### config.mk
export PLATFORM = sky130hd
export DESIGN_NAME = pelf_ram
export DESIGN_NICKNAME = d
export VERILOG_FILES = /design/src/rtl/pelf_ram.sv
export SDC_FILE = /design/constraint.sdc
export NUM_CORES = 2
export LEC_CHECK = 0
export BUFFER_PORTS_ARGS = -buffer_cell sky130_fd_sc_hd__buf_2
export CAP_MARGIN = 20
export CORE_UTILIZATION = 45
export DETAILED_ROUTE_END_ITERATION = 8
export PLACE_DENSITY_LB_ADDON = 0.12
export SLEW_MARGIN = 5
export SYNTH_ARGS = -nofsm -noshare
export SYNTH_HDL_FRONTEND = slang
export SYNTH_MEMORY_MAX_BITS = 65536
export SYNTH_SLANG_ARGS = --single-unit
### constraint.sdc
create_clock -name clock -period 6.9 [get_ports clock]
set_input_delay 1.38 -clock clock [delete_from_list [all_inputs] [get_ports clock]]
set_output_delay 1.38 -clock clock [all_outputs]
set_load 0.1 [all_outputs]
### src/rtl/pelf_ram.sv
// Generic single-port-write, single-port-read RAM with registered read.
// No dependencies.
module pelf_ram #(
   parameter int WIDTH = 72,
   parameter int DEPTH = 64
) (
   input  logic                     clock,
   input  logic                     wr_en,
   input  logic [$clog2(DEPTH)-1:0] wr_addr,
   input  logic [WIDTH-1:0]         wr_data,
   input  logic                     rd_en,
   input  logic [$clog2(DEPTH)-1:0] rd_addr,
   output logic [WIDTH-1:0]         rd_data
);
   logic [WIDTH-1:0] mem_ff [DEPTH];

   always_ff @(posedge clock) begin
      if (wr_en) begin
         mem_ff[wr_addr] <= wr_data;
      end
      if (rd_en) begin
         rd_data <= mem_ff[rd_addr];
      end
   end
endmodule

; ---- Word level (Yosys, flattened, before mapping)
; Memory sizes are Yosys's and may differ from the RTL's. A register that Yosys moved wholly into a read port is not among the register bits.
; Cells that the tools add are included.
[totals]
ff_bits = 0
ramBits = 4608
inputBits = 87
output_inout_bits = 72
elab_cells = 3
memories = 1
[op_classes]
n_mux = 2
[mem_list]
columns = memory, depth, width, read_ports, rd_ports_with_merged_regs, wr, line_no
row1 = mem_ff, 64, 72, 1, 1, 1, 15  ; logic [WIDTH-1:0] mem_ff [DEPTH];
[ops]
columns = cell, count
row1 = 1-bit two-way mux, 2

; ---- Longest topological paths before layout
[depth]
depth_word = 2
depth_mapped = 8
depth_no_buf = 4

; ---- Worst setup path after synthesis
; OpenSTA, ideal clock, no wires.
[synth_timing]
kind = input -> register
start = input port wr_addr[3]
end = memory mem_ff[48][0], enable pin
t_arrival_ps = 6788
t_required_ps = 6310
path_slack_ps = -479
stages = 4
n_path_buf = 1
cell_sequence = clkbuf_1 nor2b_1 nand4b_1 nor3_1
[synth_lines]
columns = item, line_no
row1 = "start, declared", 9  ; input logic [$clog2(DEPTH)-1:0] wr_addr,
row2 = "end, declared", 15
; Straight into the memory's write port.

==> flow_summary_export.csv <==
group,metric,value,unit
sta,min_period_over_period,0.566,
synthesis,synthesis.area_per_instance,24.1,um^2
clock_network,post_cts_buffers,0,
critical_path,reg2reg_depth,4,
floorplan,die_y,627,um
sta,fin_worst_skew,75.3,ps
critical_path,worst-path-buf-inv,2,
sta,worstMarginPinSlew,1220,ps
global_route,grt_max_degree,106,
synthesis,yosysTopAreaCell,"edfxtp_1",
power,powerDensity,298,nW/um^2
critical_path,startpoint_type,"input port",
finish,finish.utilization,0.516,
synthesis,netlist_instances,7305,
finish,seq_area,141000,um^2
critical_path,crit_slowest_cell,"buf_4",
critical_path,required,7750,ps
routing,vias,85700,
critical_path,reg2reg_from,"mem_ff[36][21]",
sta,setup-tns-final,0,ps
critical_path,cp_slowest_stage_delay,820,ps
routing,firstDrtPassIters,7,
routing,drtIter0Drc,11200,
synthesis,yosysWarnings,0,
synthesis,synth.distinct_cells,26,
finish,fillers,30300,
worst_hold_path,min_path_type,"input port to flip-flop",
global_route,grt_pass1_wl,730,mm
floorplan,start_util,0.452,
global_route,antenna_found_initial,62,
critical_path,crit_path_end_kind,"flip-flop",
outcome,outcome,"finished, violations left",
power,finalPower,0.0597,W
clock_network,cts_tree,"yes",
sta,fmax,256,MHz
power,p_leak,62.0,nW
critical_path,critical_path_cell_count,6,
power,ir_worst_vdd,0.000234,V
floorplan,die_width,627,um
finish,layout-drive-gt1-share,0.285,
global_route,grt_usage,0.272,
placed_design,dp.cells,12500,
sta,setup_violations,0,
floorplan,die_area,393000,um^2
floorplan,coreArea,389000,um^2
critical_path,endpoint,"rd_data[23]",
routing,antenna_left,0,
synthesis,yosysTopAreaCellShare,0.799,
clock_network,clock_sinks,4680,
placed_design,place_hpwl,283,mm
job,maxCapViolCount,0,
critical_path,startpoint,"rd_addr[3]",
routing,viasPerCell,6.37,
critical_path,critPathMaxFanout,26,
placed_design,gp_congestion,0.773,
sta,slew_headroom,0.186,
critical_path,rrSetupSlack,4660,ps
clock_network,clock_path_buffers,4,
sta,report.final.slew_viol_count,0,
clock_network,htree_levels,5,
synthesis,yosysSeqAreaShare,0.799,
finish,multiInputGateArea,34000,um^2
sta,period_needed,3910,ps
global_route,grt_overflow,0,
critical_path,critical_path_class,"input port to flip-flop",
clock_network,post_cts_resized,0,
sta,hold_violations,0,
global_route,grt_pass1_vias,86100,
critical_path,crit_arrival,4760,ps
finish,area_growth,14.0,%
clock_network,path_clk_slew,60,ps
critical_path,path_cells,"buf_2 > nand2b_4 > buf_4 > o221ai_1 > nor2_1 > o211a_1",
finish,fin_nets,7917,
floorplan,io-pin-count,159,
clock_network,cts_root_buf,"clkbuf_16",
finish,final_cells,13500,
clock_network,cts-hold-fix-buffers,0,
clock_network,worstSkewPairLatency,1020,ps
synthesis,syn_nets,7392,
synthesis,yosys_register_bits,4680,
clock_network,cts_inserted_buffers,478,
placed_design,portBuffers,158,
sta,rsz0062_at_grt,"no",
critical_path,r2r_end,"rd_data[21]",
routing,totalWireLength,535,mm
routing,wire_per_inst,39.7,um
synthesis,synth_area_leaders,"edfxtp_1 80%, mux4_2 15%, a22oi_1 1.2%",
routing,drcViolationCount,27,
synthesis,syn-cell-area,176000,um^2
worst_hold_path,min_path_cells,1,
critical_path,crit_family,"buffers and inverters",
outcome,violations,"design-rule violations",
floorplan,placementRows,229,
-- synthesized netlist by cell type (all sizes together) --
library cell and instances:
a211oi 72, a22oi 288, and2 3, buf 275
clkbuf 143, edfxtp 4680, mux2i 108, mux4 1152
nand2 8, nand2b 9, nand3 128, nand3b 26
nand4 2, nand4b 1, nor2 120, nor2b 9
nor3 2, o211a 72, o221ai 54, o22ai 144
or2 2, or3 3, or3b 4
-- metrics by stage --
step	area [um^2]	worst slack, ps	hold slack, ps
finish	201000	2990	704
CTS	200000	2970	836
floorplan	176000	1140	856
detailed placement	185000	2050	891
global placement	185000	2040	886
global route	201000	3030	683
-- metal layers --
layer	GRT usage	vias to the layer above	wire length (um)
met1	0.385	47900	217000
met5	0	-	156
met2	0.441	4095	259000
li1	-	33000	-
met4	0.0707	22	14900
met3	0.0483	728	44000
-- worst min path at each step --
stage	startpoint	end
6_report	wr_data[5]	mem_ff[30][5]
5_1_grt	wr_data[51]	mem_ff[0][51]
4_1_cts	wr_data[16]	mem_ff[30][16]
3_5_place_dp	mem_ff[6][28]	rd_data[28]
3_3_place_gp	mem_ff[6][28]	rd_data[28]
2_1_floorplan	mem_ff[46][4]	rd_data[4]
-- cells in the final DEF, fill, tap and decap left out, drive strengths merged, types with 108 or more instances in the layout --
master | Yosys | layout
a22oi | 288 | 288
buf | 275 | 463
clkbuf | 143 | 572
clkinv | 0 | 260
edfxtp | 4680 | 4680
mux2i | 108 | 108
mux4 | 1152 | 1152
nand3 | 128 | 128
nor2 | 120 | 120
o22ai | 144 | 144
-- sequential cells by signal (all words and copies together), names as in the netlist --
name / flops
rd_data: 72
mem_ff: 4608
-- cell type report --
type                            instances  area share
Antenna cell                           33    0.000412
Clock buffer                          572      0.0617
Clock inverter                        309      0.0129
Multi-Input combinational cell       2207       0.169
Sequential cell                      4680       0.701
Tap cell                             5197      0.0324
Timing Repair Buffer                  463      0.0227
-- cell families after synthesis --
kind of cell | after synthesis | synth area share
compound gates | 630 | 0.0273
mux | 1260 | 0.154
buf+inv | 418 | 0.0115
flops | 4680 | 0.799
simple gates | 317 | 0.00878
-- where the power goes --
group / leakage [nW] / internal (W) / switching [W]
Sequential: 42.2 / 0.0315 / 0.000134
Combinational: 12.5 / 0.00100 / 0.00212
Clock: 7.31 / 0.0139 / 0.0109
Note: power is estimated with default switching activity, not from simulation.
