[config.mk]
export PLATFORM = sky130hd
export DESIGN_NAME = pelf_sqrt
export DESIGN_NICKNAME = d
export VERILOG_FILES = /design/src/rtl/pelf_pkg.sv /design/src/rtl/pelf_sqrt.sv
export SDC_FILE = /design/constraint.sdc
export NUM_CORES = 1
export LEC_CHECK = 0
export BUFFER_PORTS_ARGS = -buffer_cell sky130_fd_sc_hd__buf_4
export CAP_MARGIN = 0
export CORE_UTILIZATION = 55
export DETAILED_ROUTE_END_ITERATION = 7
export PLACE_DENSITY = 0.83
export SLEW_MARGIN = 20
export SYNTH_ARGS = -nofsm -noshare
export SYNTH_HDL_FRONTEND = slang
export SYNTH_SLANG_ARGS = --single-unit
export TNS_END_PERCENT = 50
[constraint.sdc]
create_clock -name clock -period 9.9 [get_ports clock]
set_input_delay 0.99 -clock clock [delete_from_list [all_inputs] [get_ports clock]]
set_output_delay 0.99 -clock clock [all_outputs]
set_load 0.02 [all_outputs]
[src/rtl/pelf_pkg.sv]
// Package for the pairwise edge length filter.
// Word types, field widths and register codes; no dependencies.
package pelf_pkg;

   localparam int COORD_W = 24;
   localparam int LEN_W   = 25;
   localparam int HUE_W   = 16;
   localparam int IDX_W   = 6;
   localparam int CNT_W   = 7;
   localparam int SQ_W    = 52;
   localparam int CSR_AW  = 4;

   localparam logic [1:0] CSR_MIN_LENGTH = 2'd0;
   localparam logic [1:0] CSR_MAX_LENGTH = 2'd1;
   localparam logic [1:0] CSR_HUE_OFFSET = 2'd2;

   localparam logic KIND_EDGE    = 1'b0;
   localparam logic KIND_SUMMARY = 1'b1;

   typedef struct packed {
      logic                      first;
      logic signed [COORD_W-1:0] coord_x;
      logic signed [COORD_W-1:0] coord_y;
      logic signed [COORD_W-1:0] coord_z;
   } req_word_type;

   typedef struct packed {
      logic             kind;
      logic [IDX_W-1:0] older_index;
      logic [IDX_W-1:0] newer_index;
      logic [LEN_W-1:0] edge_length;
      logic [HUE_W-1:0] hue;
      logic [LEN_W-1:0] shortest;
      logic [LEN_W-1:0] longest;
      logic [CNT_W-1:0] point_count;
      logic             overflow;
      logic             last;
   } rsp_word_type;

endpackage

[src/rtl/pelf_sqrt.sv]
// Iterative rounded square root, one radicand bit pair per cycle.
// Uses pelf_pkg.
module pelf_sqrt (
   input  logic                      clock,
   input  logic                      reset,
   input  logic                      start,
   input  logic [pelf_pkg::SQ_W-1:0] radicand,
   output logic                      done,
   output logic [pelf_pkg::LEN_W-1:0] root
);
   import pelf_pkg::*;

   localparam int W = SQ_W + 1;

   logic [W-1:0] n_ff, r_ff, bit_ff;
   logic         run_ff;
   logic [W-1:0] trial;

   assign trial = r_ff + bit_ff;

   always_ff @(posedge clock) begin
      if (reset) begin
         run_ff <= 1'b0;
         done   <= 1'b0;
      end else begin
         done <= 1'b0;
         if (start) begin
            n_ff   <= W'(radicand);
            r_ff   <= '0;
            bit_ff <= W'(1) << (W - 1);
            run_ff <= 1'b1;
         end else if (run_ff) begin
            if (bit_ff == '0) begin
               run_ff <= 1'b0;
               done   <= 1'b1;
               root   <= (n_ff > r_ff) ? LEN_W'(r_ff + W'(1)) : LEN_W'(r_ff);
            end else begin
               if (n_ff >= trial) begin
                  n_ff <= n_ff - trial;
                  r_ff <= (r_ff >> 1) + bit_ff;
               end else begin
                  r_ff <= r_ff >> 1;
               end
               bit_ff <= bit_ff >> 2;
            end
         end
      end
   end
endmodule

After elaboration in Yosys (flattened, before gate mapping)
Cells that the tools add are included.

word-level totals
  input bits = 55
  output and inout port bits = 26
  word-level logic and storage cells = 38
  register bits = 186

cells by class
  bitwise operators = 3
  equality and inequality tests = 1
  order comparisons = 2
  muxes and demuxes = 14
  $add $sub $neg = 4
  reductions and logical operators = 7

operator list
  operator                                                         number
  53-bit two-way mux                                               8
  52-bit by 53-bit adder with 53-bit output                        1
  53-bit adder                                                     1
  53-bit greater-or-equal comparator                               1
  53-bit > comparator                                              1
  53-bit zero test                                                 1
  53-bit subtractor                                                1
  52-bit two-way mux                                               1
  25-bit by 1-bit adder with 25-bit output, second input constant  1
  25-bit two-way mux                                               1
  4-bit AND reduction                                              2
  1-bit two-way mux                                                4
  2-bit nonzero test                                               2
  1-bit inverter                                                   3
  3-bit AND reduction                                              1
  3-bit OR reduction                                               1
  2-bit != test, second input constant                             1

Longest topological paths before layout
Gate-level depths: netlist of the first run.

  depth in word-level cells = 6
  gate-level depth with buffers = 24
  mapped depth without buffers = 21

Worst setup path before layout of the first run
OpenSTA, ideal clock, no wires.

  path kind = input to register
  from = input start
  to = register n_ff[0] (enable)
  path slack = 1.189 ns
  required time = 9.422 ns
  arrival time = 8.233 ns
  stages = 5
  path buffers = 2
  path through = clkbuf_1 inv_1 clkbuf_1 a21oi_1 a21boi_1

on the way
  cells in the longest elaborated chain, start to end = 2

RTL lines
  element                                                               RTL line         source
  start, declared                                                       pelf_sqrt.sv:6   input logic start,
  2-bit != test (no source line) or 2-bit nonzero test (tied branches)  -
  4-bit AND reduction (no source line) (*)                              -
  end signal, assigned                                                  pelf_sqrt.sv:28  n_ff <= W'(radicand);
  end signal, assigned                                                  pelf_sqrt.sv:39  n_ff <= n_ff - trial;
  end, declared                                                         pelf_sqrt.sv:15  logic [W-1:0] n_ff, r_ff, bit_ff;

Mark *: on every way between the ends. The rest lies on a longest branch, timed or not.
A chain may end at the register's enable or synchronous reset.

Final worst setup path of the first run
  from = register r_ff[16]
  to = register n_ff[40] (enable)

on the way
  cells in the longest elaborated chain, start to end = 4

RTL lines
  element                               RTL line         source
  start, declared                       pelf_sqrt.sv:15
  start signal, assigned                pelf_sqrt.sv:40  r_ff <= (r_ff >> 1) + bit_ff;
  start signal, assigned                pelf_sqrt.sv:42  r_ff <= r_ff >> 1;
  53-bit adder                          pelf_sqrt.sv:19  assign trial = r_ff + bit_ff;
  53-bit greater-or-equal comparator    pelf_sqrt.sv:38  if (n_ff >= trial) begin
  2-bit nonzero test (no source line)   -
  4-bit AND reduction (no source line)  -

Every way passes these cells.

==> results of run 1 <==
## state kept, by name, indices dropped and copies added, names as in the netlist
register	cells
run_ff	1
root	25
r_ff	53
bit_ff	27
done	1
n_ff	53
## final timing paths
| kind | cells after the start | slack (ns) | end |
|---|---|---|---|
| min reg2reg | 2 | 0.52 | done |
| min | 2 | 0.52 | done |
| max reg2reg | 19 | 3.12 | n_ff[40] |
| max | 19 | 3.12 | n_ff[40] |
## synth_stat cells, types with 8 or more instances
cell and count:
sky130_fd_sc_hd__nand2_1 166, sky130_fd_sc_hd__ha_1 161, sky130_fd_sc_hd__edfxtp_1 158, sky130_fd_sc_hd__nor2_1 152
sky130_fd_sc_hd__a21oi_1 117, sky130_fd_sc_hd__o21ai_0 97, sky130_fd_sc_hd__xnor2_1 94, sky130_fd_sc_hd__inv_1 77
sky130_fd_sc_hd__a21o_1 73, sky130_fd_sc_hd__clkbuf_1 61, sky130_fd_sc_hd__nor3_1 58, sky130_fd_sc_hd__nand4_1 48
sky130_fd_sc_hd__xor2_1 46, sky130_fd_sc_hd__nand3_1 44, sky130_fd_sc_hd__nor2b_1 42, sky130_fd_sc_hd__a31oi_1 40
sky130_fd_sc_hd__nor4_1 29, sky130_fd_sc_hd__a211oi_1 25, sky130_fd_sc_hd__o31ai_1 21, sky130_fd_sc_hd__mux2_1 20
sky130_fd_sc_hd__o21ai_1 19, sky130_fd_sc_hd__o21bai_1 18, sky130_fd_sc_hd__and2_1 13, sky130_fd_sc_hd__a31o_2 11
sky130_fd_sc_hd__and3_1 11, sky130_fd_sc_hd__buf_2 11, sky130_fd_sc_hd__a211o_1 9, sky130_fd_sc_hd__and4_1 9
sky130_fd_sc_hd__o21a_1 8
## power groups by stage
stage | clock network, uW | registers, uW | logic (uW)
2_1_floorplan | 0 | 932 | 1220
5_1_grt | 732 | 981 | 1780
6_report | 710 | 976 | 1630
3_3_place_gp | 0 | 984 | 1550
4_1_cts | 707 | 971 | 1600
3_5_place_dp | 0 | 985 | 1580
## cell type report
| cell class | count | area [um^2] | share of cell area (%) |
|---|---|---|---|
| Multi-Input combinational cell | 1471 | 10200 | 59.8 |
| Sequential cell | 160 | 4780 | 28.1 |
| Timing Repair Buffer | 89 | 672 | 3.95 |
| Tap cell | 378 | 473 | 2.78 |
| Clock buffer | 17 | 425 | 2.50 |
| Inverter | 79 | 297 | 1.74 |
| Clock inverter | 15 | 191 | 1.13 |
## per-layer routing
layer | vias to the layer above | GRT usage, % | wire (um)
li1 | 6784 | - | -
met1 | 6818 | 38.4 | 18500
met2 | 702 | 58.6 | 23200
met3 | 189 | 4.35 | 2960
met4 | 0 | 18.4 | 2750
met5 | - | 0 | 0
## critical path, cell delays in order, from the launching register on
cell and delay (ns):
sky130_fd_sc_hd__edfxtp_1 0.57, sky130_fd_sc_hd__ha_1 0.43, sky130_fd_sc_hd__nand4_1 0.14, sky130_fd_sc_hd__nor3_1 0.35, sky130_fd_sc_hd__a221oi_1 0.20, sky130_fd_sc_hd__o41ai_2 0.57
sky130_fd_sc_hd__a31o_1 0.23, sky130_fd_sc_hd__a31oi_1 0.14, sky130_fd_sc_hd__o41ai_1 0.44, sky130_fd_sc_hd__xnor2_1 0.18, sky130_fd_sc_hd__ha_1 0.45, sky130_fd_sc_hd__and4_1 0.25
sky130_fd_sc_hd__nor3b_1 0.34, sky130_fd_sc_hd__nand2_1 0.14, sky130_fd_sc_hd__nor2_1 0.33, sky130_fd_sc_hd__a211o_1 0.18, sky130_fd_sc_hd__buf_4 0.37, sky130_fd_sc_hd__nor2_2 0.24
sky130_fd_sc_hd__a21boi_4 0.19, sky130_fd_sc_hd__buf_4 0.59
## cell usage in the layout (no fill, tap or decap), drive strengths merged, types with 11 or more instances in the layout
master,n
nand3,45
nor2,153
o21ai,116
nor2b,42
clkbuf,17
o21bai,18
xor2,46
inv,85
nand2,167
edfxtp,158
and2,13
xnor2,94
a21o,73
mux2,26
a211oi,29
nand4,49
ha,161
buf,89
a21oi,117
and3,11
nor4,30
o31ai,21
nor3,59
a31oi,40
a31o,15
## kinds of logic after synthesis
group,after synthesis
DFF,160
xor gates and xnor gates,140
AOI/OAI and AO/OA,532
and+or+nand+nor,605
adders and majority gates,162
buffers and inverters,159
muxes,32
## per-stage QoR
| stage | hold WS [ns] | power, uW | utilization (%) | worst slack [ns] | instance area, um^2 |
|---|---|---|---|---|---|
| finish | 0.525 | 3310 | 61.2 | 3.12 | 17000 |
| global route | 0.552 | 3490 | 61.2 | 2.74 | 17000 |
| detailed placement | 0.503 | 2570 | 59.0 | 3.35 | 16400 |
| CTS | 0.521 | 3270 | 61.2 | 3.28 | 17000 |
| floorplan | 0.445 | 2150 | - | 1.19 | 15500 |
| global placement | 0.485 | 2540 | 59.0 | 3.47 | 16400 |
==> flow_metrics.py, run 1 <==
metrics = {
    "outcome": {
        "outcome": "finished clean",
    },
    "yosys": {
        "synth_compound_area_share_pct": 23.0,
        "yosys_warnings": 0,
        "synth.largest_area_cell": "sky130_fd_sc_hd__edfxtp_1",
        "post-synth-top-area-fraction_pct": 30.5,
        "post_synth_and_or_nand_nor_area_fraction_pct": 18.9,
        "synth_top_family_by_area": "compound AO/OA/AOI/OAI gates",
        "synth-main-ff-cell": "sky130_fd_sc_hd__edfxtp_1",
        "async_flop_share_pct": 0,
        "mappedNetlistNets": 2007,
        "synth_edf_count": 158,
        "synthesis.area_um2": 15500,
        "synthDistinctLibCells": 84,
        "synth-seq-cells": 160,
        "postSynthAreaPerCell_um2": 8.68,
        "synth_fa_ha_area_share_pct": 13.1,
        "synth_top_cells_by_area": "sky130_fd_sc_hd__edfxtp_1, sky130_fd_sc_hd__ha_1, sky130_fd_sc_hd__xnor2_1, sky130_fd_sc_hd__nand2_1, sky130_fd_sc_hd__a21oi_1",
        "yosysSeqAreaShare_pct": 30.8,
        "yosys-mux-area-fraction_pct": 2.27,
        "synthesis.instances": 1790,
        "yosys.area_share.xor_xnor_pct": 7.89,
    },
    "floorplanning": {
        "pin_count": 81,
        "floorplan.initialDensity_pct": 55.9,
        "die_area_um2": 28900,
        "dieWidth_um": 170,
        "placeableCoreArea_um2": 27800,
        "die_height_um": 170,
        "row_count": 61,
    },
    "grt": {
        "antenna_violations_before_repair": 1,
        "vias_in_the_first_global_route": 14100,
        "gr-usage-all-layers_pct": 33.0,
        "grt_pass1_wl_um": 74100,
        "global_route.overflow_total": 0,
        "grt_max_degree": 132,
    },
    "route": {
        "avgRoutedWirePerCell_um": 21.5,
        "antenna_violating_nets_post_route": 0,
        "postRouteWirelength_um": 47500,
        "route.vias.total": 14500,
        "drt_drc_violations_left": 0,
        "detail_route.first_pass.iterations": 5,
        "vias_per_cell": 6.56,
        "drtIter0Drc": 1350,
    },
    "clock_tree": {
        "clk_latency_ns": 0.46,
        "worst_setup_hold_path_clk_slew_ns": 0.08,
        "cts_resized": 0,
        "cts-buffers-inserted": 17,
        "cts_setup_buffers": 0,
        "cts.hold.buffers_added": 0,
        "clock_tree.root_cell": "sky130_fd_sc_hd__clkbuf_16",
        "ctsHtreeMaxLevel": 4,
        "cts_tree": "built",
        "cts_sinks": 160,
        "cts.path.max_buffers": 2,
    },
    "critical_path": {
        "worst-endpoint-required_ns": 9.97,
        "critical_path.startpoint_type": "register",
        "crit_fanout": 53,
        "startpoint_of_the_most_critical_setup_path": "r_ff[16]",
        "cp.arrival_ns": 6.86,
        "reg2reg_from": "r_ff[16]",
        "path_class": "register to register",
        "worstSetupEndpointType": "register",
    },
    "sta": {
        "timing.max_slew.rel_slack_pct": 35.7,
        "grt_setup_unrepaired": "no",
        "timing.final.hold_violations": 0,
        "max_freq_mhz": 147,
        "min_period_over_period_pct": 68.5,
        "setup_viol_count_final": 0,
        "tightestPinTransition_ns": 0.962,
        "final_period_minus_worst_setup_slack_ns": 6.78,
        "final-max-slew-violation-count": 0,
        "skew_ns": 0.0275,
        "setup_tns_ns": 0,
    },
    "power_and_ir_drop": {
        "power.internal_uw": 1870,
        "power.switching_uw": 1440,
        "power.clock.fraction_pct": 21.4,
        "power_density_nw_per_um2": 195,
        "comb_power_share_pct": 49.1,
        "switching_share_pct": 43.6,
        "power.leakage_uw": 0.00679,
        "ir_drop_mv": 0.119,
        "power.sequential.fraction_pct": 29.5,
    },
    "finish": {
        "instances_no_fill": 2209,
        "num_antenna_cells": 0,
        "fillerInstances": 2484,
        "area_growth_syn_to_layout_pct": 9.50,
        "drive_above_1_share_pct": 9.07,
        "nNetsFinal": 2035,
    },
    "placed_design": {
        "hpwl_um": 36100,
        "placer_congestion": 0.974,
        "number_of_placed_instances_with_taps_included": 2177,
        "portBuffers": 80,
    },
    "worst_hold_path": {
        "worstHoldStart": "run_ff",
        "hold_class": "register to register",
    },
    "run": {
        "max_cap_violations": 0,
    },
}
(Power assumes the default switching activity.)
==> run 2, diff against run 1 <==
Clock period 9.9 ns to 7.1 ns, I/O delays scaled along.
==> run 2 against run 1 <==
  * The flow now finishes with violations (design-rule violations)
  * Design area is 0.19% lower
  * Critical path depth grew 1
  * Combinational power rose by 39%
  * Final cell count is 0.14% higher
  * Via count is 1.3% higher
  * Maximum frequency up 8.7%
  * Clock power increased by 32%
  * Critical path type unchanged
  * Critical endpoint is now r_ff[44]
  * Highest routed layer unchanged
==> flow_metrics.py, run 2 (same netlist as run 1, synthesis figures left out) <==
metrics = {
    "outcome": {
        "outcome": "finished with violations",
        "violations": "design-rule violations",
    },
    "route": {
        "drtIter0Drc": 1317,
        "route.vias.total": 14700,
        "antenna_violating_nets_post_route": 0,
        "postRouteWirelength_um": 47100,
        "avgRoutedWirePerCell_um": 21.3,
        "detail_route.first_pass.iterations": 8,
        "vias_per_cell": 6.64,
        "drt_drc_violations_left": 5,
    },
    "grt": {
        "global_route.overflow_total": 0,
        "vias_in_the_first_global_route": 14100,
        "gr-usage-all-layers_pct": 33.0,
        "grt_pass1_wl_um": 74200,
        "grt_max_degree": 77,
        "antenna_violations_before_repair": 0,
    },
    "sta": {
        "grt_setup_unrepaired": "no",
        "setup_tns_ns": 0,
        "final-max-slew-violation-count": 0,
        "min_period_over_period_pct": 87.9,
        "final_period_minus_worst_setup_slack_ns": 6.24,
        "setup_viol_count_final": 0,
        "tightestPinTransition_ns": 1.05,
        "timing.final.hold_violations": 0,
        "max_freq_mhz": 160,
        "hold-worst-slack_ns": 0.458,
        "timing.max_slew.rel_slack_pct": 29.7,
        "skew_ns": 0.0133,
    },
    "floorplanning": {
        "pin_count": 81,
        "placeableCoreArea_um2": 27800,
        "die_area_um2": 28900,
        "floorplan.initialDensity_pct": 55.9,
        "row_count": 61,
        "die_height_um": 170,
        "dieWidth_um": 170,
    },
    "critical_path": {
        "worstSetupEndpointType": "register",
        "crit_family": "compound AO/OA/AOI/OAI gates",
        "critical_path.cell_chain": "ha_1 -> ha_1 -> a21o_1 -> a31o_1 -> a31o_1 -> a221oi_1 -> o41ai_2 -> a31o_1 -> a31oi_1 -> o31ai_1 -> xnor2_1 -> ha_1 -> a21oi_1 -> o21ai_0 -> a2111oi_1 -> a211oi_4 -> o21bai_2 -> buf_4 -> nand2_4 -> a211oi_1",
        "worst-endpoint-required_ns": 7.36,
        "slowest_delay_ns": 0.71,
        "timing.reg2reg.setup_slack_ns": 0.86,
        "cp.arrival_ns": 6.50,
        "critical_path.startpoint_type": "register",
        "critPathBufInv": 1,
        "critical-path-slowest-cell": "sky130_fd_sc_hd__a2111oi_1",
        "path_class": "register to register",
        "crit_fanout": 26,
    },
    "clock_tree": {
        "cts_setup_buffers": 0,
        "clock_tree.root_cell": "sky130_fd_sc_hd__clkbuf_16",
        "cts_resized": 0,
        "ctsHtreeMaxLevel": 4,
        "cts.path.max_buffers": 2,
        "clk_latency_ns": 0.45,
        "cts_tree": "built",
        "cts.hold.buffers_added": 0,
        "cts-buffers-inserted": 17,
        "worst_setup_hold_path_clk_slew_ns": 0.07,
        "cts_sinks": 160,
    },
    "placed_design": {
        "placer_congestion": 0.973,
        "placed_cell_area_um2": 16400,
        "hpwl_um": 35900,
        "portBuffers": 80,
    },
    "finish": {
        "fin_util_pct": 61.1,
        "design_area_um2": 17000,
        "drive_above_1_share_pct": 8.94,
        "area_growth_syn_to_layout_pct": 9.29,
        "final_common_cell": "sky130_fd_sc_hd__nand2_1",
        "layout_common_cells": "sky130_fd_sc_hd__nand2_1, sky130_fd_sc_hd__ha_1, sky130_fd_sc_hd__edfxtp_1",
        "num_antenna_cells": 0,
        "layout_top_registers": "n_ff: 53 flops, r_ff: 53 flops, bit_ff: 27 flops",
        "nNetsFinal": 2038,
    },
    "worst_hold_path": {
        "hold_class": "primary input to register",
    },
    "power_and_ir_drop": {
        "power.leakage_uw": 0.00678,
        "power_density_nw_per_um2": 269,
        "ir_drop_mv": 0.179,
    },
    "run": {
        "max_cap_violations": 0,
    },
}
## run 2: through the flow
stage               setup slack, ns  power, uW  std cells
floorplan                     0.659       3000       1790
global placement               1.18       3530       2180
detailed placement            0.995       3580       2180
CTS                           0.977       4520       2212
global route                  0.412       4820       2212
finish                        0.862       4570       2212
## run 2: cell type report
class / instances / area, um^2
Clock buffer: 18 / 429
Clock inverter: 14 / 140
Fill cell: 2426 / 10800
Inverter: 79 / 297
Multi-Input combinational cell: 1471 / 10200
Sequential cell: 160 / 4780
Tap cell: 378 / 473
Timing Repair Buffer: 92 / 694
## run 2: routing by layer
layer	GRT usage, %	vias to the layer above	wire (um)
li1	-	6798	-
met1	38.7	6955	18500
met2	58.5	739	23100
met3	4.30	193	3050
met4	17.2	0	2410
met5	0	-	0
## run 2: power breakdown
part / switching [uW] / internal, uW / total (uW)
clock network: 423 / 517 / 940
logic: 1380 / 891 / 2270
registers: 148 / 1210 / 1360
## run 2: path summary, 6_finish.rpt
check	endpoint	cells past startpoint	start
setup reg to reg	r_ff[44]	20	r_ff[0]
hold / removal	run_ff	2	reset
hold reg to reg	done	2	run_ff
setup / recovery	r_ff[44]	20	r_ff[0]
