## config.mk

```make
export PLATFORM = sky130hd
export DESIGN_NAME = pelf_div
export DESIGN_NICKNAME = d
export VERILOG_FILES = /design/src/rtl/pelf_pkg.sv /design/src/rtl/pelf_div.sv
export SDC_FILE = /design/constraint.sdc
export NUM_CORES = 1
export LEC_CHECK = 0
export BUFFER_PORTS_ARGS = -buffer_cell sky130_fd_sc_hd__buf_2
export CORE_ASPECT_RATIO = 2
export CORE_UTILIZATION = 40
export DETAILED_ROUTE_END_ITERATION = 8
export HOLD_SLACK_MARGIN = 0.05
export SYNTH_ARGS = -nofsm -noshare
export SYNTH_HDL_FRONTEND = slang
export SYNTH_SLANG_ARGS = --single-unit
```

## constraint.sdc

```tcl
create_clock -name clock -period 8.8 [get_ports clock]
set_input_delay 1.76 -clock clock [delete_from_list [all_inputs] [get_ports clock]]
set_output_delay 1.76 -clock clock [all_outputs]
set_load 0.03 [all_outputs]
```

## src/rtl/pelf_pkg.sv

```systemverilog
// Package for the pairwise edge length filter.
// Word types, field widths and register codes; no dependencies.
package pelf_pkg;

   localparam int COORD_W = 24;
   localparam int LEN_W   = 25;
   localparam int HUE_W   = 16;
   localparam int IDX_W   = 6;
   localparam int CNT_W   = 7;
   localparam int SQ_W    = 52;
   localparam int CSR_AW  = 4;

   localparam logic [1:0] CSR_MIN_LENGTH = 2'd0;
   localparam logic [1:0] CSR_MAX_LENGTH = 2'd1;
   localparam logic [1:0] CSR_HUE_OFFSET = 2'd2;

   localparam logic KIND_EDGE    = 1'b0;
   localparam logic KIND_SUMMARY = 1'b1;

   typedef struct packed {
      logic                      first;
      logic signed [COORD_W-1:0] coord_x;
      logic signed [COORD_W-1:0] coord_y;
      logic signed [COORD_W-1:0] coord_z;
   } req_word_type;

   typedef struct packed {
      logic             kind;
      logic [IDX_W-1:0] older_index;
      logic [IDX_W-1:0] newer_index;
      logic [LEN_W-1:0] edge_length;
      logic [HUE_W-1:0] hue;
      logic [LEN_W-1:0] shortest;
      logic [LEN_W-1:0] longest;
      logic [CNT_W-1:0] point_count;
      logic             overflow;
      logic             last;
   } rsp_word_type;

endpackage

```

## src/rtl/pelf_div.sv

```systemverilog
// Restoring divider for the hue fraction: floor(a * 2^16 / d) mod 2^16, a <= d.
// One quotient bit per cycle. Uses pelf_pkg.
module pelf_div (
   input  logic                       clock,
   input  logic                       reset,
   input  logic                       start,
   input  logic [pelf_pkg::LEN_W-1:0] dividend,
   input  logic [pelf_pkg::LEN_W-1:0] divisor,
   output logic                       done,
   output logic [pelf_pkg::HUE_W-1:0] quotient
);
   import pelf_pkg::*;

   logic [LEN_W:0]   rem_ff;
   logic [LEN_W-1:0] div_ff;
   logic [4:0]       cnt_ff;
   logic             run_ff;
   logic [LEN_W:0]   t;
   logic             ge;

   assign t  = (cnt_ff == 5'd0) ? rem_ff : {rem_ff[LEN_W-1:0], 1'b0};
   assign ge = t >= {1'b0, div_ff};

   always_ff @(posedge clock) begin
      if (reset) begin
         run_ff <= 1'b0;
         done   <= 1'b0;
      end else begin
         done <= 1'b0;
         if (start) begin
            rem_ff   <= {1'b0, dividend};
            div_ff   <= divisor;
            cnt_ff   <= '0;
            run_ff   <= 1'b1;
            quotient <= '0;
         end else if (run_ff) begin
            rem_ff   <= ge ? t - {1'b0, div_ff} : t;
            quotient <= {quotient[HUE_W-2:0], ge};
            cnt_ff   <= cnt_ff + 5'd1;
            if (cnt_ff == 5'(HUE_W)) begin
               run_ff <= 1'b0;
               done   <= 1'b1;
            end
         end
      end
   end
endmodule

```

# ---- After elaboration in Yosys (flattened, before gate mapping)
# Cells that the tools add are included.
dict set report classes {
  n_eq_ne 1
  n_reduce_logical 5
  n_mux 10
  order_cmp 1
  add_sub_neg 2
  bitwise_logic 2
}
# op n
set ops {}
lappend ops {{$mux W26} 3}
lappend ops {{$ge A26 B25 Y1} 1}
lappend ops {{$sub A26 B25 Y26} 1}
lappend ops {{$mux W25} 1}
lappend ops {{$mux W16} 1}
lappend ops {{$add A5 B1 Y5 const B} 1}
lappend ops {{$eq A5 B5 Y1 const B} 1}
lappend ops {{$logic_not A5 Y1} 1}
lappend ops {{$mux W5} 1}
lappend ops {{$mux W1} 4}
lappend ops {{$reduce_and A2 Y1} 2}
lappend ops {{$reduce_or A3 Y1} 1}
lappend ops {{$not A1 Y1} 2}
lappend ops {{$reduce_bool A2 Y1} 1}
dict set report totals {
  input_bits 53
  register_bits 74
  elab_cells 28
  output_inout_bits 17
}

# ---- Longest topological paths before layout
# Gate-level depths: netlist of the first run.
dict set report logic_depth {
  word_depth 6
  depth_mapped 16
  depth_no_buf 13
}

# ---- Worst setup path after synthesis of the first run
# OpenSTA, ideal clock, no wires.
dict set report synth_timing {
  path_kind {input to register}
  start {input port start}
  end {register cnt_ff[0], enable pin}
  t_arrival_ns 4.100
  t_required_ns 8.347
  path_buffers 1
  path_stages 3
  setup_time_ns 0.453
  path_slack_ns 4.247
  path_cell_list {clkbuf_1 -> nor2_1 -> nor2_1}
}
dict set report synth_between {
  elab_chain_cells 2
}
# element line
set synth_rtl {}
lappend synth_rtl {{start: declaration} pelf_div.sv:6} ;# input logic start,
lappend synth_rtl {{$reduce_bool A2 Y1 (no line)} -}
lappend synth_rtl {{$reduce_and A2 Y1 (no line)} -}
lappend synth_rtl {{end signal: assignment} pelf_div.sv:39} ;# cnt_ff <= cnt_ff + 5'd1;
lappend synth_rtl {{end: declaration} pelf_div.sv:16} ;# logic [4:0] cnt_ff;
# Every way passes these cells.
# A chain may end at the register's enable or synchronous reset.

# ---- Worst setup path after layout of the first run
dict set report layout_timing {
  start {register cnt_ff[0]}
  end {register rem_ff[22] (data pin)}
}
dict set report layout_between {
  elab_chain_cells 6
}
# element line
set layout_rtl {}
lappend layout_rtl {{$logic_not A5 Y1 *} pelf_div.sv:21} ;# assign t = (cnt_ff == 5'd0) ? rem_ff : {rem_ff[LEN_W-1:0], 1'b0};
lappend layout_rtl {{$mux W26 *} pelf_div.sv:21}
lappend layout_rtl {{$sub A26 B25 Y26 / $ge A26 B25 Y1 (equally long branches)} {pelf_div.sv:37, pelf_div.sv:22}}
lappend layout_rtl {{$mux W26 *} pelf_div.sv:37} ;# rem_ff <= ge ? t - {1'b0, div_ff} : t;
lappend layout_rtl {{$mux W26 *} pelf_div.sv:36} ;# end else if (run_ff) begin
lappend layout_rtl {{$mux W25 *} pelf_div.sv:30} ;# if (start) begin
lappend layout_rtl {{end signal: assignment} pelf_div.sv:31} ;# rem_ff <= {1'b0, dividend};
lappend layout_rtl {{end signal: assignment} pelf_div.sv:37}
lappend layout_rtl {{end: declaration} pelf_div.sv:14} ;# logic [LEN_W:0] rem_ff;
# Mark *: on every way between the ends. The rest lies on a longest branch, timed or not. The select of a mux whose other input is x is not followed.

==> metrics.txt, run 1 <==
Worst Skew=about 0.0065 ns; Max FO, Critical Path=26; Num CTS Buffers=9; crit path DAT=4.78 ns; Fin. Hold Viols=0; Post-synth EDFFs=72; sequential cell area fraction in the yosys report=0.453; largest family of logic cells by synthesized area=compound AO/OA/AOI/OAI gates; relative slew slack=0.487; Hold WC Path Type=flop to flop; first-pass detailed-route iteration total=4; CP startpoint kind=flop; fin nets=just over 600; post-synth net total=around 550; wirelength, routed=12,500 um; Synth Area in Simple Gates=0.152; slowest CP cell=o21ai_2; adder-cell area share of the yosys netlist=0.0736; Worst-Skew Late Latency=roughly 0.34 ns; DRT antenna net count=0; Post-Syn Instances=approximately 470; maximum VDD drop=98.0 uV; post-CTS setup buffer count=0; vias per inst=about 5.7; largest net degree at the start of global routing=slightly below 60; Hold WS=~0.48 ns; Post-CTS Resized=0; part of the cycle the worst path needs=0.534; Total GRT Usage=0.214; setup ws final=around 4.1 ns; DIE AREA=0.0126 mm2; Initial Util=0.413; area grow syn2layout=16.1%; cell row count=56; DRT iter0 DRCs=~220; wire per inst=about 18 um; # setup viols final=0; RePlAce Congestion=~0.92; die height=between 150 and 200 um; Yosys cell types=61; clk root buf=clkbuf_16; worst slack, placed=~4.1 ns; Warnings, synthesis=0; core area=~0.012 mm2; CP cell instances=inv_1 > ha_1 > nor4b_4 > buf_4 > mux2_2 > ha_1 > a21oi_1 > o221ai_1 > a221oi_1 > a21boi_1 > o21ai_2 > buf_4 > nor4_1 > a211o_1; reg2reg setup slack=approximately 4 ns; Synth Area in Compound Gates=0.176; RSZ-0062 raised after global routing=false; Synth async-reset ratio=0; cell area after synthesis=0.00486 mm2; pwr/cell area=210 mW/mm2; Buffers on Ports=slightly below 70; Max Clock Freq=approximately 210 MHz; Synth Flop Type=edfxtp_1; ANT cells=0; Worst-path clk slew=0.07 ns; Post-CTS Hold Buffers=0; critical path's top delay family=compound AO/OA/AOI/OAI gates; IO Count=70; P_leak=~2.3 nW; detailed placer's ending HPWL=between 9000 and 10,000 um; CP bufs+invs=3; min Tclk post-route=about 4.7 ns; share of post-route cells with drive strength above 1=0.231; CTS tree=yes; Avg Cell Area, Syn=between 10 and 15 um2; status=complete, no violations; vias in the first global route=4,166; Post-Synth XOR/XNOR Area=0.0360; CP max stage delay=around 0.58 ns; die outline width=80.0 um; total grt overflow=0; H-tree levels=3; most frequent cells in the layout=edfxtp_1 (72), buf_2 (69), nor2_1 (44); CTS Sinks=74; worst slew pin tran=~0.77 ns; commonest non-fill, non-tap cell in the layout=edfxtp_1; setup_tns=0 ns; Pins Over Slew Limit=0; Seq cells post-synth=between 70 and 80; Critical Path End Type=flop; critical path type=flop to flop; vias=3,879; Max Cap Violations=0; maximum clock insertion buffer count=2; post-synthesis mux area share=0.0628; DRC violations left=0; first-pass GRT wire length=20,300 um; initial antenna violation count=0; CP Data Required Time=8.88 ns; Final Power=~0.0012 W
## stage by stage
step	cell area [um2]	util	cells
final	5650	0.480	685
after global routing	5650	0.480	685
after CTS	5650	0.480	685
after detailed placement	5340	0.454	669
after global placement	5340	0.454	669
after floorplan	4860	-	473
## state kept, by name (all words and copies together) (netlist names)
name      flops
done          1
div_ff       25
rem_ff       26
quotient     16
cnt_ff        5
run_ff        1
## path summary, 6_finish.rpt
path,startpoint,end,depth (start not counted)
worst min-delay path,run_ff,done,1
worst min register to register,run_ff,done,1
worst max register to register,cnt_ff[0],rem_ff[22],14
worst max-delay path,cnt_ff[0],rem_ff[22],14
## routing by layer
metal,vias up,part of all wire,GRT usage
li1,1891,-,-
met1,1830,0.36,0.215
met2,115,0.55,0.392
met3,43,0.034,0.0369
met4,0,0.061,0.144
met5,-,0,0
## power by group
group / leakage [nW] / internal, W / switching [W] / total, W
Clock: 0.149 / 0.000226 / 0.000162 / 0.000388
Sequential: 0.703 / 0.000427 / 0.0000144 / 0.000441
Combinational: 1.45 / 0.000144 / 0.000212 / 0.000356
## synth_stat cells (all sizes together), types with 6 or more instances
master / n / area [um2]
edfxtp: 72 / 2160
nor2: 46 / 173
inv: 33 / 124
nand2: 28 / 105
a21oi: 27 / 135
ha: 27 / 338
mux2: 25 / 285
clkbuf: 19 / 71.3
nor2b: 18 / 113
o21ai: 17 / 88.8
nand3: 16 / 80.1
xnor2: 14 / 123
a211oi: 8 / 60.1
a21o: 8 / 60.1
nand4: 8 / 50.1
nor3: 8 / 40.0
o21a: 7 / 52.6
o31a: 7 / 61.3
a31oi: 6 / 37.5
xor2: 6 / 52.6
## kinds of logic after synthesis
| family | Yosys count |
|---|---|
| AO/OA/AOI/OAI | 120 |
| XOR/XNOR | 20 |
| adder cells (fa/ha/maj) | 28 |
| buffers and inverters | 57 |
| flip-flops | 74 |
| multiplexers | 27 |
| AND/OR/NAND/NOR | 147 |
## area by class of cell
class                           instances  area [um2]
Timing Repair Buffer                   75         390
Sequential cell                        74        2200
Fill cell                            1111        6120
Clock inverter                          7        83.8
Multi-Input combinational cell        342        2440
Clock buffer                            9         225
Inverter                               33         124
Tap cell                              145         181
Note: power is estimated with default switching activity, not from simulation.
==> run 2: changes to the inputs <==
clock period = 4.2 ns   (was 8.8 ns; I/O delays follow)
==> metrics.txt, run 2 (synthesis results as in run 1) <==
status=complete, no violations; share of post-route cells with drive strength above 1=0.268 (+0.0367); most frequent cells in the layout=edfxtp_1 (72), buf_2 (69), nor2_1 (44); FF/Latch Area=0.00220 mm2 (unchanged); Total GRT Usage=0.217 (+0.00298); DRT antenna net count=0 (unchanged); P_leak=2.42 nW (+5.3%); detailed placer's ending HPWL=9670 um (+3.3%); Final Power=0.00255 W (+110%); crit path to=rem_ff[11]; Hold WC Path Type=flop to flop; Largest register FFs=26 (unchanged); reg2reg setup slack=0.17 ns (-3.93 ns); CTS tree=yes; H-tree levels=3 (unchanged); worst slew pin tran=0.597 ns (-0.172 ns); wirelength, routed=12,700 um (+1.4%); vias=3,995 (+3.0%); Fin. Hold Viols=0 (unchanged); DIE AREA=0.0126 mm2 (unchanged); RSZ-0062 raised after global routing=true; Worst-Skew Late Latency=0.34 ns (about the same); sequential fraction of design power=0.363 (-0.009); wire per inst=17.9 um (-1.9%); Worst Skew=0.00670 ns (+0.000203 ns); Max Clock Freq=248 MHz (+17%); # setup viols final=0 (unchanged); maximum clock insertion buffer count=2 (unchanged); CP startpoint kind=flop; Pins Over Slew Limit=0 (unchanged); CP Data Required Time=4.30 ns (-4.58 ns); vias per inst=5.64 (-0.36%); RePlAce Congestion=0.912 (-1.4%); largest net degree at the start of global routing=36 (-39%); clk root buf=clkbuf_16; cell row count=56 (unchanged); critical path type=flop to flop; Buffers on Ports=69 (unchanged); Logic pwr share=0.321 (+0.021); Critical Path End Type=flop; worst setup path start=cnt_ff[0]; fin nets=639 (+3.7%); Max FO, Critical Path=26 (unchanged); DRT iter0 DRCs=234 (+5.9%); min Tclk post-route=4.03 ns (-0.669 ns); switching share of power=0.324 (-0.00389); Clk pwr share=0.317 (-0.010); largest reg by FF count=rem_ff; vias in the first global route=4,262 (+2.3%); Filler cells=1,123 (+1.1%); total grt overflow=0 (unchanged); first-pass GRT wire length=20,400 um (+0.68%); relative slew slack=0.599 (+0.112); die outline width=80.0 um (unchanged); reg2reg start=cnt_ff[0]; pwr/cell area=434 mW/mm2 (+110%); final core occ=0.499 (+0.0187); Hold WS=0.485 ns (+0.00683 ns); maximum VDD drop=218 uV (+120%); Initial Util=0.413 (unchanged); Max Cap Violations=0 (unchanged); Worst-path clk slew=0.06 ns (about the same); Switch Pwr=0.000825 W (+110%); post-CTS setup buffer count=0 (unchanged); Register-to-Register Path Depth=14 (unchanged); crit path DAT=4.12 ns (-0.66 ns); Multi-input gate area=0.00245 mm2 (+0.46%); ANT cells=0 (unchanged); area grow syn2layout=20.6%; first-pass detailed-route iteration total=5 (+1); core area=0.0118 mm2 (unchanged); DRC violations left=0 (unchanged); largest registers=rem_ff x26, div_ff x25, quotient x16; CTS Sinks=74 (unchanged); P_int=0.00172 W (+120%); initial antenna violation count=0 (unchanged); part of the cycle the worst path needs=0.959 (+0.425); die height=158 um (unchanged); commonest non-fill, non-tap cell in the layout=edfxtp_1; IO Count=70 (unchanged); RR Endpoint=rem_ff[11]; Num CTS Buffers=9 (unchanged)
-- run 2: cell types whose count changed in the layout (fill, tap and decap cells not counted), sizes merged --
cell,before,now
buf,75,98
clkinvlp,1,2
inv,38,37
-- run 2: worst max-delay path: stages (launching register included) --
cell and delay (ns):
edfxtp_1 0.43, inv_1 0.08, ha_1 0.16, nor4b_4 0.26, buf_12 0.24, mux2_2 0.37
ha_1 0.37, nand3_1 0.19, nor4_1 0.10, a211o_1 0.33, or3_4 0.35, o21a_2 0.28
buf_12 0.17, or3_1 0.31, o221a_2 0.13
-- run 2: repair_timing --
| item | CTS | global route |
|---|---|---|
| hold endpoints to repair | 0 | 0 |
| resized for setup | 0 | 3 |
| hold buffers | 0 | 0 |
| setup endpoints to repair | 0 | 9 |
-- run 2: power groups by stage --
stage | registers [W] | logic, W | clock network (W)
after floorplan | 0.000949 | 0.000544 | 0
after global placement | 0.000938 | 0.000797 | 0
after detailed placement | 0.000940 | 0.000805 | 0
after CTS | 0.000924 | 0.000810 | 0.000828
after global routing | 0.000930 | 0.000899 | 0.000856
final | 0.000923 | 0.000817 | 0.000806
-- run 2: through the flow --
step | worst slack, ns | TNS, ns | cells | area, um2
2_1_floorplan | 0.0765 | 0 | 473 | 4860
3_3_place_gp | 0.187 | 0 | 692 | 5550
3_5_place_dp | 0.143 | 0 | 692 | 5550
4_1_cts | 0.112 | 0 | 708 | 5860
5_1_grt | -0.00349 | -0.00349 | 708 | 5870
6_report | 0.172 | 0 | 708 | 5870
-- run 2: worst min-delay path by stage --
stage               startpoint    to  depth (start not counted)
finish                  run_ff  done                          1
global route            run_ff  done                          1
CTS                     run_ff  done                          1
detailed placement      run_ff  done                          1
global placement        run_ff  done                          1
floorplan               run_ff  done                          1
-- run 2: routing by layer --
metal  global-route usage  wire [um]
met2                0.389       6870
met1                0.221       4640
met3               0.0375        455
met4                0.156        699
met5                    0          0
-- run 2: layout make-up --
cell class | count | share of cell area
multi-input combinational | 342 | 0.418
timing repair buffer | 98 | 0.102
clock buffer | 9 | 0.0384
inverter | 33 | 0.0211
tap | 145 | 0.0309
clock inverter | 7 | 0.0141
sequential | 74 | 0.375
==> run 3: changes to the inputs <==
clock period = 5.1 ns   (was 4.2 ns; I/O delays follow)
==> metrics.txt, run 3 (synthesis results as in run 1) <==
CTS Sinks=74 (unchanged); status=complete, no violations; Post-CTS Resized=0 (unchanged); Critical Path End Type=flop; slowest CP cell=o21a_1; Post-CTS Hold Buffers=0 (unchanged); die outline width=80.0 um (unchanged); Worst Skew=0.0115 ns (+0.00478 ns); P_leak=2.32 nW (-4.3%); CP bufs+invs=2 (-1); core area=0.0118 mm2 (unchanged); vias per inst=5.59 (-0.94%); Pins Over Slew Limit=0 (unchanged); worst hold endpoint=done; DRT antenna net count=0 (unchanged); crit path DAT=4.46 ns (+0.34 ns); # setup viols final=0 (unchanged); total grt overflow=0 (unchanged); largest net degree at the start of global routing=45 (+25%); most frequent cells in the layout=edfxtp_1 (72), buf_2 (69), nor2_1 (44); Worst Min Path Start=run_ff; largest registers=rem_ff x26, div_ff x25, quotient x16; Num CTS Buffers=9 (unchanged); Hold WC Path Type=flop to flop; Total GRT Usage=0.211 (-0.00562); detailed placer's ending HPWL=9180 um (-5.1%); fin nets=618 (-3.3%); IO Count=70 (unchanged); share of post-route cells with drive strength above 1=0.234 (-0.0339); maximum VDD drop=178 uV (-19%); area grow syn2layout=17.0%; Hold WS=0.481 ns (-0.00434 ns); largest reg by FF count=rem_ff; most frequent CP cell=ha_1; Buffers on Ports=69 (unchanged); setup ws final=0.736 ns (+0.564 ns); worst slew pin tran=0.771 ns (+0.175 ns); H-tree levels=3 (unchanged); Register-to-Register Path Depth=13 (-1); commonest non-fill, non-tap cell in the layout=edfxtp_1; Fin. Hold Viols=0 (unchanged); part of the cycle the worst path needs=0.856 (-0.103); Largest register FFs=26 (unchanged); clk root buf=clkbuf_16; DRT iter0 DRCs=151 (-35%); Max Clock Freq=229 MHz (-7.7%); RSZ-0062 raised after global routing=false; initial antenna violation count=0 (unchanged); min Tclk post-route=4.36 ns (+0.336 ns); first-pass detailed-route iteration total=4 (-1); post-CTS setup buffer count=0 (unchanged); ANT cells=0 (unchanged); CP cell instances=inv_1 > ha_1 > nor4b_4 > buf_12 > mux2_2 > ha_1 > a21oi_1 > o221ai_1 > a221oi_1 > a21boi_1 > o21a_1 > and4_4 > a311o_1; Max Cap Violations=0 (unchanged); CP max stage delay=0.50 ns (+0.07 ns); critical path's top delay family=compound AO/OA/AOI/OAI gates; relative slew slack=0.486 (-0.113); setup_tns=0 ns (unchanged); vias in the first global route=3,981 (-6.6%); Worst-Skew Late Latency=0.35 ns (about the same); Max FO, Critical Path=26 (unchanged); vias=3,840 (-3.9%); DRC violations left=0 (unchanged); worst hold stages=1 (unchanged); critical path type=flop to flop; pwr/cell area=365 mW/mm2 (-16%); Initial Util=0.413 (unchanged); first-pass GRT wire length=20,000 um (-2.2%); CP Data Required Time=5.19 ns (+0.89 ns); die height=158 um (unchanged); wire per inst=18.1 um (+1.3%); CP startpoint kind=flop; reg2reg start=cnt_ff[0]; worst slack, placed=0.722 ns (+0.579 ns); RR Endpoint=rem_ff[3]; reg2reg setup slack=0.74 ns (+0.56 ns); maximum clock insertion buffer count=2 (unchanged); RePlAce Congestion=0.931 (+2.1%); Finished Layout Cells=687 (-3.0%); Worst-path clk slew=0.06 ns (about the same); DIE AREA=0.0126 mm2 (unchanged); cell row count=56 (unchanged); placed insts=671 (-3.0%); CTS tree=yes; wirelength, routed=12,400 um (-1.7%)
[run 3: worst max-delay path by stage]
stage / from / end / slack (ns) / depth (start not counted)
after global routing: cnt_ff[0] / rem_ff[2] / 0.32 / 13
after CTS: cnt_ff[0] / rem_ff[3] / 0.71 / 13
after floorplan: cnt_ff[0] / rem_ff[3] / 0.98 / 15
final: cnt_ff[0] / rem_ff[3] / 0.74 / 13
after detailed placement: cnt_ff[0] / rem_ff[3] / 0.72 / 13
after global placement: cnt_ff[0] / rem_ff[3] / 0.83 / 13
[run 3: final cells by class]
cell class / instances / area, um2
Multi-Input combinational cell: 342 / 2440
Timing Repair Buffer: 77 / 418
Clock buffer: 9 / 225
Clock inverter: 7 / 101
Tap cell: 145 / 181
Fill cell: 1129 / 6080
Sequential cell: 74 / 2200
Inverter: 33 / 124
[run 3: power breakdown]
group | internal [W] | leakage, nW | total [W] | switching [W]
combinational | 0.000253 | 1.46 | 0.000618 | 0.000366
clock | 0.000433 | 0.153 | 0.000701 | 0.000269
sequential | 0.000736 | 0.703 | 0.000760 | 0.0000240
[run 3: stage by stage]
| stage | utilization | instance area [um2] | power, W |
|---|---|---|---|
| final | 0.484 | 5690 | 0.00208 |
| after global routing | 0.484 | 5690 | 0.00218 |
| after CTS | 0.484 | 5690 | 0.00209 |
| after detailed placement | 0.456 | 5370 | 0.00139 |
| after global placement | 0.456 | 5370 | 0.00138 |
| after floorplan | - | 4860 | 0.00123 |
[run 3: layer usage]
| metal | vias to the layer above | global-route usage | routed length, um |
|---|---|---|---|
| met5 | - | 0 | 0 |
| met1 | 1840 | 0.223 | 4710 |
| met2 | 82 | 0.396 | 6960 |
| met4 | 0 | 0.102 | 437 |
| met3 | 25 | 0.0346 | 337 |
| li1 | 1893 | - | - |
